File: src/rtl/core/nsfe_pkg.sv
// shared types, character codes and decode functions of the nmea field extractor
package nsfe_pkg;

  localparam int unsigned MAX_FIELD_CHARS = 16;
  localparam int unsigned HEADER_LEN      = 5;

  localparam logic [7:0] CH_DOLLAR = 8'h24;
  localparam logic [7:0] CH_STAR   = 8'h2A;
  localparam logic [7:0] CH_COMMA  = 8'h2C;
  localparam logic [7:0] CH_A      = 8'h41;
  localparam logic [7:0] CH_C      = 8'h43;
  localparam logic [7:0] CH_G      = 8'h47;
  localparam logic [7:0] CH_M      = 8'h4D;
  localparam logic [7:0] CH_R      = 8'h52;
  localparam logic [7:0] CH_S      = 8'h53;
  localparam logic [7:0] CH_V      = 8'h56;

  localparam logic [7:0] HEX_ALPHA_MIN = 8'h40;
  localparam logic [7:0] HEX_ALPHA_OFS = 8'h37;
  localparam logic [7:0] HEX_DIGIT_OFS = 8'h30;

  localparam logic [4:0] COUNT_MAX = 5'd31;

  // type codes: final types and partial header matches
  localparam logic [2:0] TYPE_NONE = 3'd0;
  localparam logic [2:0] TYPE_RMC  = 3'd1;
  localparam logic [2:0] TYPE_GGA  = 3'd2;
  localparam logic [2:0] TYPE_GSA  = 3'd3;
  localparam logic [2:0] TYPE_GSV  = 3'd4;
  localparam logic [2:0] TYPE_P_R  = 3'd5;
  localparam logic [2:0] TYPE_P_G  = 3'd6;
  localparam logic [2:0] TYPE_P_GG = 3'd7;

  localparam logic KIND_CHAR    = 1'b0;
  localparam logic KIND_VERDICT = 1'b1;

  typedef enum logic [1:0] {
    PH_BODY   = 2'd0,
    PH_HEX_HI = 2'd1,
    PH_HEX_LO = 2'd2
  } phase_e;

  typedef struct packed {
    logic       in_sentence;
    logic [2:0] header_count;
    logic [2:0] type_code;
    logic [7:0] xor_sum;
    logic [4:0] comma_count;
    logic [4:0] field_char_count;
    phase_e     phase;
    logic [3:0] high_nibble;
  } state_t;

  typedef struct packed {
    logic       valid;
    logic       kind;
    logic [1:0] sentence_type;
    logic [3:0] slot;
    logic [3:0] char_pos;
    logic [7:0] char_value;
    logic       checksum_ok;
  } result_t;

  function automatic logic [7:0] hex_value(input logic [7:0] b);
    hex_value = (b > HEX_ALPHA_MIN) ? b - HEX_ALPHA_OFS : b - HEX_DIGIT_OFS;
  endfunction

  // header byte n (3, 4 or 5) refines the type match
  function automatic logic [2:0] match_type(input logic [2:0] t, input logic [2:0] n,
                                            input logic [7:0] b);
    logic [2:0] r;
    r = TYPE_NONE;
    if (n == 3'd3) begin
      if (b == CH_R) r = TYPE_P_R;
      else if (b == CH_G) r = TYPE_P_G;
    end else if (n == 3'd4) begin
      if (t == TYPE_P_R && b == CH_M) r = TYPE_P_R;
      else if (t == TYPE_P_G && b == CH_G) r = TYPE_P_GG;
      else if (t == TYPE_P_G && b == CH_S) r = TYPE_P_G;
    end else begin
      if (t == TYPE_P_R && b == CH_C) r = TYPE_RMC;
      else if (t == TYPE_P_GG && b == CH_A) r = TYPE_GGA;
      else if (t == TYPE_P_G && b == CH_A) r = TYPE_GSA;
      else if (t == TYPE_P_G && b == CH_V) r = TYPE_GSV;
    end
    match_type = r;
  endfunction

  // {selected, slot} for a field number of a sentence type
  function automatic logic [4:0] slot_of(input logic [2:0] t, input logic [4:0] c);
    logic [4:0] r;
    r = 5'd0;
    unique case (t)
      TYPE_RMC: if (c >= 5'd1 && c <= 5'd9) r = {1'b1, 4'(c - 5'd1)};
      TYPE_GGA: begin
        if (c == 5'd7) r = {1'b1, 4'd9};
        else if (c == 5'd9) r = {1'b1, 4'd10};
      end
      TYPE_GSA: begin
        if (c == 5'd2) r = {1'b1, 4'd11};
        else if (c == 5'd15) r = {1'b1, 4'd12};
      end
      TYPE_GSV: if (c == 5'd3) r = {1'b1, 4'd13};
      default: r = 5'd0;
    endcase
    slot_of = r;
  endfunction

endpackage

File: src/rtl/core/nsfe_in_reg.sv
// input register stage holding one received byte
module nsfe_in_reg (
  input  logic       clk_i,
  input  logic       rst_ni,
  input  logic       in_valid_i,
  output logic       in_stall_o,
  input  logic [7:0] in_byte_i,
  input  logic       advance_i,
  output logic       valid_o,
  output logic [7:0] byte_o
);
  import nsfe_pkg::*;

  logic       valid_q, valid_d;
  logic [7:0] byte_q;
  logic       load;

  assign in_stall_o = valid_q && !advance_i;
  assign load       = in_valid_i && !in_stall_o;
  assign valid_d    = load || (valid_q && !advance_i);

  always_ff @(posedge clk_i or negedge rst_ni) begin
    if (!rst_ni) begin
      valid_q <= 1'b0;
    end else begin
      valid_q <= valid_d;
    end
  end

  always_ff @(posedge clk_i) begin
    if (load) begin
      byte_q <= in_byte_i;
    end
  end

  assign valid_o = valid_q;
  assign byte_o  = byte_q;

endmodule

File: src/rtl/core/nsfe_parser.sv
// sentence state register and per-byte parse logic
module nsfe_parser (
  input  logic                 clk_i,
  input  logic                 rst_ni,
  input  logic                 fire_i,
  input  logic [7:0]           byte_i,
  output nsfe_pkg::result_t    res_o
);
  import nsfe_pkg::*;

  state_t     st_q, st_d;
  result_t    res;
  logic [7:0] hex;
  logic [7:0] rx;
  logic [2:0] hc_next;
  logic [2:0] type_next;
  logic [2:0] type_m1;
  logic [4:0] slot_sel;

  assign hex      = hex_value(byte_i);
  assign rx       = {st_q.high_nibble, 4'd0} + hex;
  assign hc_next  = st_q.header_count + 3'd1;
  assign type_next = match_type(st_q.type_code, hc_next, byte_i);
  assign type_m1  = st_q.type_code - 3'd1;
  assign slot_sel = slot_of(st_q.type_code, st_q.comma_count);

  always_comb begin
    st_d = st_q;
    res  = '0;
    res.sentence_type = type_m1[1:0];
    if (byte_i == CH_DOLLAR) begin
      st_d = '0;
      st_d.phase = PH_BODY;
      st_d.in_sentence = 1'b1;
    end else if (st_q.in_sentence) begin
      if (st_q.phase == PH_HEX_HI) begin
        st_d.high_nibble = hex[3:0];
        st_d.phase       = PH_HEX_LO;
      end else if (st_q.phase == PH_HEX_LO) begin
        res.valid       = 1'b1;
        res.kind        = KIND_VERDICT;
        res.checksum_ok = (rx == st_q.xor_sum);
        st_d.in_sentence = 1'b0;
        st_d.phase       = PH_BODY;
      end else if (byte_i == CH_STAR) begin
        if (st_q.header_count < 3'(HEADER_LEN)) begin
          st_d.in_sentence = 1'b0;
          st_d.phase       = PH_BODY;
        end else begin
          st_d.phase = PH_HEX_HI;
        end
      end else begin
        st_d.xor_sum = st_q.xor_sum ^ byte_i;
        if (st_q.header_count < 3'(HEADER_LEN)) begin
          st_d.header_count = hc_next;
          if (hc_next >= 3'd3) begin
            st_d.type_code = type_next;
            if (type_next == TYPE_NONE) begin
              st_d.in_sentence = 1'b0;
              st_d.phase       = PH_BODY;
            end
          end
        end else if (byte_i == CH_COMMA) begin
          if (st_q.comma_count != COUNT_MAX) st_d.comma_count = st_q.comma_count + 5'd1;
          st_d.field_char_count = 5'd0;
        end else begin
          if (st_q.field_char_count != COUNT_MAX) begin
            st_d.field_char_count = st_q.field_char_count + 5'd1;
          end
          if (slot_sel[4] && ({1'b0, st_q.field_char_count} < 6'(MAX_FIELD_CHARS))) begin
            res.valid      = 1'b1;
            res.kind       = KIND_CHAR;
            res.slot       = slot_sel[3:0];
            res.char_pos   = st_q.field_char_count[3:0];
            res.char_value = byte_i;
          end
        end
      end
    end
    if (!fire_i) begin
      st_d = st_q;
      res.valid = 1'b0;
    end
  end

  always_ff @(posedge clk_i or negedge rst_ni) begin
    if (!rst_ni) begin
      st_q <= '0;
    end else begin
      st_q <= st_d;
    end
  end

  assign res_o = res;

`ifndef ASSERT_OFF
  a_header_bound: assert property (@(posedge clk_i) disable iff (!rst_ni)
    st_q.header_count <= 3'(HEADER_LEN))
    else $error("header count past header length");

  a_dollar_restart: assert property (@(posedge clk_i) disable iff (!rst_ni)
    fire_i && byte_i == CH_DOLLAR |=> st_q.in_sentence && st_q.xor_sum == 8'd0)
    else $error("sentence start did not restart state");

  a_verdict_phase: assert property (@(posedge clk_i) disable iff (!rst_ni)
    res.valid && res.kind == KIND_VERDICT |-> st_q.phase == PH_HEX_LO)
    else $error("verdict outside second checksum digit");

  a_type_known: assert property (@(posedge clk_i) disable iff (!rst_ni)
    st_q.in_sentence && st_q.header_count == 3'(HEADER_LEN) |->
      st_q.type_code == TYPE_RMC || st_q.type_code == TYPE_GGA ||
      st_q.type_code == TYPE_GSA || st_q.type_code == TYPE_GSV)
    else $error("open sentence body without a known type");
`endif

endmodule

File: src/rtl/core/nsfe_out_reg.sv
// result register facing the output channel
module nsfe_out_reg (
  input  logic              clk_i,
  input  logic              rst_ni,
  input  nsfe_pkg::result_t res_i,
  output logic              advance_o,
  output logic              out_valid_o,
  input  logic              out_stall_i,
  output nsfe_pkg::result_t res_o
);
  import nsfe_pkg::*;

  logic    valid_q;
  result_t res_q;

  // register frees up when empty or when its transaction completes
  assign advance_o = !valid_q || !out_stall_i;

  always_ff @(posedge clk_i or negedge rst_ni) begin
    if (!rst_ni) begin
      valid_q <= 1'b0;
    end else if (advance_o) begin
      valid_q <= res_i.valid;
    end
  end

  always_ff @(posedge clk_i) begin
    if (advance_o) begin
      res_q <= res_i;
    end
  end

  assign out_valid_o = valid_q;
  assign res_o       = res_q;

endmodule

File: src/rtl/core/nmea_sentence_field_extractor_top.sv
// top level of the nmea sentence field extractor
//
//  channel | direction | handshake                 | payload
//  in      | input     | in_valid_i / in_stall_o   | in_byte_i
//  out     | output    | out_valid_o / out_stall_i | kind, type, slot, pos, char, ok
//
// one byte per cycle sustained while the output is not stalled; a result is presented from the result
// register, after its byte has passed the input register and the parse logic
// reset clears the sentence state and both valid flags
// a stalled output holds its result; the input register keeps taking bytes
// while the parse logic can hand its result on, else in_stall_o rises
module nmea_sentence_field_extractor_top (
  input  logic       clk_i,
  input  logic       rst_ni,
  input  logic       in_valid_i,
  output logic       in_stall_o,
  input  logic [7:0] in_byte_i,
  output logic       out_valid_o,
  input  logic       out_stall_i,
  output logic       out_kind_o,
  output logic [1:0] out_sentence_type_o,
  output logic [3:0] out_slot_o,
  output logic [3:0] out_char_pos_o,
  output logic [7:0] out_char_value_o,
  output logic       out_checksum_ok_o
);
  import nsfe_pkg::*;

  logic       advance;
  logic       byte_valid;
  logic [7:0] byte_q;
  logic       fire;
  result_t    res;
  result_t    res_out;

  assign fire = byte_valid && advance;

  nsfe_in_reg u_in_reg (
    .clk_i      (clk_i),
    .rst_ni     (rst_ni),
    .in_valid_i (in_valid_i),
    .in_stall_o (in_stall_o),
    .in_byte_i  (in_byte_i),
    .advance_i  (advance),
    .valid_o    (byte_valid),
    .byte_o     (byte_q)
  );

  nsfe_parser u_parser (
    .clk_i  (clk_i),
    .rst_ni (rst_ni),
    .fire_i (fire),
    .byte_i (byte_q),
    .res_o  (res)
  );

  nsfe_out_reg u_out_reg (
    .clk_i       (clk_i),
    .rst_ni      (rst_ni),
    .res_i       (res),
    .advance_o   (advance),
    .out_valid_o (out_valid_o),
    .out_stall_i (out_stall_i),
    .res_o       (res_out)
  );

  assign out_kind_o          = res_out.kind;
  assign out_sentence_type_o = res_out.sentence_type;
  assign out_slot_o          = res_out.slot;
  assign out_char_pos_o      = res_out.char_pos;
  assign out_char_value_o    = res_out.char_value;
  assign out_checksum_ok_o   = res_out.checksum_ok;

`ifndef ASSERT_OFF
  a_char_no_verdict: assert property (@(posedge clk_i) disable iff (!rst_ni)
    out_valid_o && out_kind_o == KIND_CHAR |-> !out_checksum_ok_o)
    else $error("character item carries a verdict bit");

  a_verdict_clean: assert property (@(posedge clk_i) disable iff (!rst_ni)
    out_valid_o && out_kind_o == KIND_VERDICT |->
      out_slot_o == 4'd0 && out_char_pos_o == 4'd0 && out_char_value_o == 8'd0)
    else $error("verdict item carries character fields");

  a_slot_range: assert property (@(posedge clk_i) disable iff (!rst_ni)
    out_valid_o && out_kind_o == KIND_CHAR |-> out_slot_o <= 4'd13)
    else $error("slot code out of range");
`endif

endmodule
File: config.mk
export PLATFORM = sky130hd
export DESIGN_NAME = nmea_sentence_field_extractor_top
export DESIGN_NICKNAME = d
export VERILOG_FILES = /design/src/rtl/core/nsfe_pkg.sv /design/src/rtl/core/nsfe_in_reg.sv /design/src/rtl/core/nsfe_parser.sv /design/src/rtl/core/nsfe_out_reg.sv /design/src/rtl/core/nmea_sentence_field_extractor_top.sv
export SDC_FILE = /design/constraint.sdc
export NUM_CORES = 1
export LEC_CHECK = 0
export BUFFER_PORTS_ARGS = -buffer_cell sky130_fd_sc_hd__buf_4
export CELL_PAD_IN_SITES_DETAIL_PLACEMENT = 2
export CELL_PAD_IN_SITES_GLOBAL_PLACEMENT = 2
export CORE_ASPECT_RATIO = 0.9
export CORE_MARGIN = 2
export CORE_UTILIZATION = 35
export CTS_CLUSTER_DIAMETER = 50
export CTS_CLUSTER_SIZE = 25
export DETAILED_ROUTE_END_ITERATION = 10
export PLACE_DENSITY_LB_ADDON = 0.1
export SYNTH_ARGS = -nofsm -noshare
export SYNTH_HDL_FRONTEND = slang
export SYNTH_SLANG_ARGS = --single-unit
File: constraint.sdc
create_clock -name clk_i -period 3.2 [get_ports clk_i]
set_clock_uncertainty 0.1 [all_clocks]
set_input_delay 0.16 -clock clk_i [delete_from_list [all_inputs] [get_ports clk_i]]
set_output_delay 0.16 -clock clk_i [all_outputs]
set_load 0.03 [all_outputs]
# Word level (Yosys, flattened, before mapping)
# Index checks and enable logic that the tools add are counted.
dict set report word_totals {
  ram_bits 0
  latchBits 0
  out_inout_bits 22
  regBits 61
  romBits 0
  n_memories 0
}
dict set report op_classes {
  mux 53
  div 0
  shift 0
  reduce_logical 39
  add_sub_neg 8
  n_lt_le_gt_ge 6
  bitwise_logic 4
  mul 0
  n_eq_ne 33
}
# operator count
set ops {}
lappend ops {{2-to-1 mux 31 bit} 2}
lappend ops {{equality test 8 x 7 -> 1 bit (second input constant)} 7}
lappend ops {{2-to-1 mux 5 bit} 10}
lappend ops {{2-to-1 mux 24 bit} 2}
lappend ops {{2-to-1 mux 3 bit} 12}
lappend ops {{2-to-1 mux 2 bit} 14}
lappend ops {{2-to-1 mux 25 bit} 1}
lappend ops {{equality test 8 x 6 -> 1 bit (second input constant)} 3}
lappend ops {{one-hot mux 5 bit (4 select lines)} 1}
lappend ops {{subtractor 8 x 6 -> 8 bit (second input constant)} 2}
lappend ops {{equality test 3 bit (second input constant)} 5}
lappend ops {{nonzero test 5 bit} 3}
lappend ops {{AND reduction 7 bit} 2}
lappend ops {{logical AND 1 bit} 12}
lappend ops {{nonzero test 2 bit} 6}
lappend ops {{adder 5 x 1 -> 5 bit (second input constant)} 2}
lappend ops {{equality test 5 x 2 -> 1 bit (second input constant)} 2}
lappend ops {{equality test 5 x 4 -> 1 bit (second input constant)} 2}
lappend ops {{2-to-1 mux 10 bit} 1}
lappend ops {{!= test 5 bit (second input constant)} 2}
lappend ops {{AND reduction 5 bit} 2}
lappend ops {{equality test 3 x 2 -> 1 bit (second input constant)} 3}
lappend ops {{adder 8 bit} 1}
lappend ops {{equality test 8 bit} 1}
lappend ops {{30 further kinds} 45}

# Longest topological paths before layout
dict set report logic_depth {
  word_depth 17
  mapped_depth 14
  depth_no_buf 13
}

# By module
# From an unflattened synthesis, not the netlist that was laid out.
dict set report unflattened {
  cells_unflattened 406
  area_unflattened_um2 4065.1
}
# module area_per_inst_um2 instances seq_area_each_um2 cells_each
set modules_own_cells {}
lappend modules_own_cells {nsfe_parser 3094.2 1 775.7 368}
lappend modules_own_cells {nsfe_out_reg 666.9 1 655.6 24}
lappend modules_own_cells {nsfe_in_reg 297.8 1 265.3 13}
lappend modules_own_cells {nmea_sentence_field_extractor_top 6.3 1 0.0 1}

# Least setup slack after synthesis
# Ideal clock, no wire load.
dict set report synth_timing {
  path_kind {register to register}
  from {reg u_in_reg.byte_q[4] (netlist: u_in_reg.byte_o[4])}
  to {reg u_out_reg.res_q (netlist bit u_out_reg.res_o[0]) (data pin)}
  stages_incl_launch_ff 14
  path_slack_ns 0.023
  period_less_slack_ns 3.177
  setup_time_ns 0.157
  t_arrival_ns 2.920
  path_cell_list {edfxtp_1 inv_1 ha_1 clkbuf_1 nand4bb_1 a21oi_1 a211o_1 xnor2_1 ha_1 fa_1 xnor2_1 and4_1 nand4_1 nor3_1}
}
dict set report synth_between {
  elab_chain_cells 4
  word_cells_on_any_way 8
}
# item line
set synth_rtl {}
lappend synth_rtl {{start, declared} nsfe_in_reg.sv:15} ;# logic [7:0] byte_q;
lappend synth_rtl {{start signal, assigned} nsfe_in_reg.sv:32} ;# byte_q <= in_byte_i;
lappend synth_rtl {{subtractor 8 x 6 -> 8 bit or greater-than comparator 8 x 7 -> 1 bit (tied branches)} nsfe_pkg.sv:65} ;# hex_value = (b > HEX_ALPHA_MIN) ? b - HEX_ALPHA_OFS : b - HEX_DIGIT_OFS;
lappend synth_rtl {{2-to-1 mux 8 bit} nsfe_pkg.sv:65}
lappend synth_rtl {{adder 8 bit} nsfe_parser.sv:21} ;# assign rx = {st_q.high_nibble, 4'd0} + hex;
lappend synth_rtl {{equality test 8 bit} nsfe_parser.sv:42} ;# res.checksum_ok = (rx == st_q.xor_sum);
lappend synth_rtl {{end signal, assigned} nsfe_out_reg.sv:29} ;# res_q <= res_i;
lappend synth_rtl {{end, declared} nsfe_out_reg.sv:14} ;# result_t res_q;
# Parallel ways exist; a longest one is shown, timed or not.
# A chain may end at the register's enable or synchronous reset.

# Worst setup path in the final report
dict set report layout_timing {
  from {reg u_in_reg.byte_q[1] (netlist: u_in_reg.byte_o[1])}
  to {reg u_out_reg.res_q (netlist bit u_out_reg.res_o[0]) (data pin)}
}
# The elaborated chain is that of the path after synthesis.

==> impl_metrics.tcl <==
set metrics [dict create \
    clk_pin_slew_ns 0.05 \
    rows 35 \
    ys_types 60 \
    gp_routability_congestion 0.794 \
    worst_path_max_delay_cell "fa_1" \
    fmax_mhz 329 \
    p_sw_w 0.000765 \
    hold_viol_final 0 \
    fp.dieW_microns 113 \
    avgSynthCellArea_sq_um 10.1 \
    cts.path.max_buffers 2 \
    hold_class "in -> reg" \
    finalMaxSlewViolations 0 \
    cts_root_buffer "clkbuf_16" \
    critPathLaunchType "register" \
    async_flop_share_pct 54.1 \
    hp-start "out_stall_i" \
    fillers 1092 \
    antenna_found_initial 0 \
    cp-startpoint "u_in_reg.byte_o[1]" \
    syn_to_final_growth_pct 24.1 \
    wirelength_microns 11600 \
    grt-ovfl-total 0 \
    grt_max_degree 34 \
    rsz0062_at_grt "false" \
    io_buffer_count 33 \
    worst_pin_slew_ns 0.624 \
    layout_setup_ws_ns 0.161 \
    tns_ns 0 \
    start_util_pct 36.2 \
    status "finished with violations" \
    p_leak_nw 2.06 \
    diodes 0 \
    synth_cells 370 \
    dr.pass1.iters 7 \
    drive_gt1_share_pct 18.0 \
    die_h_microns 102 \
    synth-edff-count 28 \
    grt_pass1_wl_microns 18800 \
    crit_path_max_incr_delay_ns 0.53 \
    cp_cell_sequence "inv_1, ha_1, nand4bb_1, a21oi_1, a211o_1, xnor2_1, ha_1, fa_1, xnor2_1, and4_1, nand4_1, nor3_1" \
    fin_crit_sh_pct 95.0 \
    grt_pass1_vias 3379 \
    power_density_nw_per_um2 538 \
    clk_latency_ns 0.34 \
    drv_cap 0 \
    reg2reg_setup_slack_ns 0.16 \
    timing.rr.start "u_in_reg.byte_o[1]" \
    ys_warn_count 0 \
    cts_sinks 61 \
    layout_common_cells "buf_4 (57), nand2_1 (38), dfrtp_1 (33)" \
    h-tree-depth 3 \
    ys_seq_area_share_pct 44.6 \
    crit_required_ns 3.26 \
    drtAntennaViolNets 0 \
    netSwitchingFraction_pct 30.6 \
    track_usage_pct 21.5 \
    p_clk_share_pct 37.7 \
    worstSetupEndpointType "register" \
    relSlewSlack_pct 58.2 \
    setup_viol 0 \
    syn_nets 411 \
    synth-seq-cells 61 \
    core_sq_um 10300 \
    drtIter0Drc 119 \
    ctsResizeCount 0 \
    vias 3057 \
    post-route-drc-count 4 \
    layout_commonest_cell "buf_4" \
    drt-vias-per-instance 5.38 \
    pwr-share-comb_pct 22.6 \
    path_max_fanout 5 \
    crit_arrival_ns 3.10 \
    critPathKind "reg -> reg" \
    syn-cell-area_sq_um 3740 \
    path_buf_inv 1 \
    nets 476 \
    ir_drop_mv 0.315 \
    io_pins 34 \
    internal_power_w 0.00173 \
    wl_per_cell_microns 20.4 \
    cts_inserted_buffers 9 \
    post-route-min-period_ns 3.04 \
    seq_power_share_pct 39.8 \
    post-dp-hpwl_microns 8570 \
    synth_ff_type "dfrtp_1" \
    post-place-ws_ns 0.0480 \
    cpLargestDelayFamily "adder cells" \
    cts_tree "done" \
    dieArea_sq_um 11500 \
    violations "DRC" \
]
sequential cells by signal, indices dropped and copies added (netlist names):
register	count
u_parser.st_q	31
u_out_reg.res_o	20
u_in_reg.byte_o	8
u_in_reg.valid_o	1
u_out_reg.out_valid_o	1
Yosys cell counts (all sizes together), types with 2 or more instances:
cell type	count	area, sq um
nand2	38	143
dfrtp	33	826
edfxtp	28	841
ha	28	350
nor2	24	90.1
inv	22	82.6
o21ai	21	105
and2	15	93.8
xnor2	15	131
nand3	12	60.1
buf	11	61.3
xor2	11	96.3
a21oi	9	45.0
nor3	8	40.0
o31ai	8	70.1
nand2b	7	43.8
and3	6	37.5
mux2i	6	60.1
nand4	6	37.5
a31oi	5	31.3
and4	4	35.0
nor2b	4	25.0
a21boi	3	22.5
a21o	3	22.5
nand3b	3	22.5
nand4b	3	26.3
o31a	3	26.3
a211oi	2	15.0
a22o	2	17.5
clkbuf	2	7.51
nor3b	2	26.3
nor4	2	12.5
nor4b	2	23.8
o2111ai	2	17.5
logic make-up after synthesis:
| family | count (synthesis) | synth area share, % |
|---|---|---|
| adders and majority gates | 29 | 9.90 |
| muxes | 7 | 1.91 |
| DFF | 61 | 44.6 |
| buffers and inverters | 35 | 4.05 |
| AOI/OAI and AO/OA | 71 | 13.3 |
| and+or+nand+nor | 141 | 20.2 |
| xor gates and xnor gates | 26 | 6.09 |
metal layers:
layer	routed length, microns	global-route usage [%]	up-vias
li1	-	-	1444
met1	5410	27.3	1549
met2	5640	37.3	49
met3	333	4.45	15
met4	191	7.13	0
met5	0	0	-
worst reg2reg max path, stage by stage, from the launching register on:
cell	delay (ns)
edfxtp_1	0.42
inv_1	0.10
ha_1	0.22
nand4bb_1	0.10
a21oi_1	0.09
a211o_1	0.33
xnor2_1	0.14
ha_1	0.24
fa_1	0.53
xnor2_1	0.11
and4_1	0.21
nand4_1	0.11
nor3_1	0.17
final cells by class:
type	count	area, sq um	share of cell area [%]
Inverter	22	82.6	1.78
Sequential cell	61	1670	35.9
Timing Repair Buffer	67	528	11.4
Multi-Input combinational cell	274	1920	41.4
Tap cell	129	161	3.48
Clock inverter	5	52.6	1.13
Clock buffer	10	229	4.93
metrics by stage:
step	instance area, sq um	power [W]	util [%]	hold WS, ns	cells
4_1_cts	4600	0.00253	44.6	0.0393	563
2_1_floorplan	3740	0.00135	-	-0.236	370
3_3_place_gp	4220	0.00152	40.9	0.0642	538
5_1_grt	4640	0.00264	44.9	0.0974	568
3_5_place_dp	4220	0.00155	40.9	0.0648	538
6_report	4640	0.00250	44.9	0.0516	568
worst paths after layout:
| path | endpoint | depth (start not counted) |
|---|---|---|
| min reg2reg | u_parser.st_q[9] | 1 |
| max reg2reg | u_out_reg.res_o[0] | 12 |
| min in group asynchronous | u_parser.st_q[12] | 2 |
| min | u_in_reg.valid_o | 3 |
| max | u_out_reg.res_o[0] | 12 |
| max in group asynchronous | u_parser.st_q[18] | 2 |
power groups by stage:
stage / sequential, W / combinational [W] / clock, W
2_1_floorplan: 0.000991 / 0.000357 / 0
3_3_place_gp: 0.00101 / 0.000516 / 0
3_5_place_dp: 0.00101 / 0.000538 / 0
4_1_cts: 0.000996 / 0.000562 / 0.000971
5_1_grt: 0.00101 / 0.000631 / 0.00100
6_report: 0.000994 / 0.000564 / 0.000942
what timing repair did:
item,in CTS,in global routing
endpoints found under the setup margin,0,1
hold buffers,10,0
setup buffers,0,5
endpoints found under the hold margin,42,0
No activity file was read; power rests on OpenSTA's default activity.
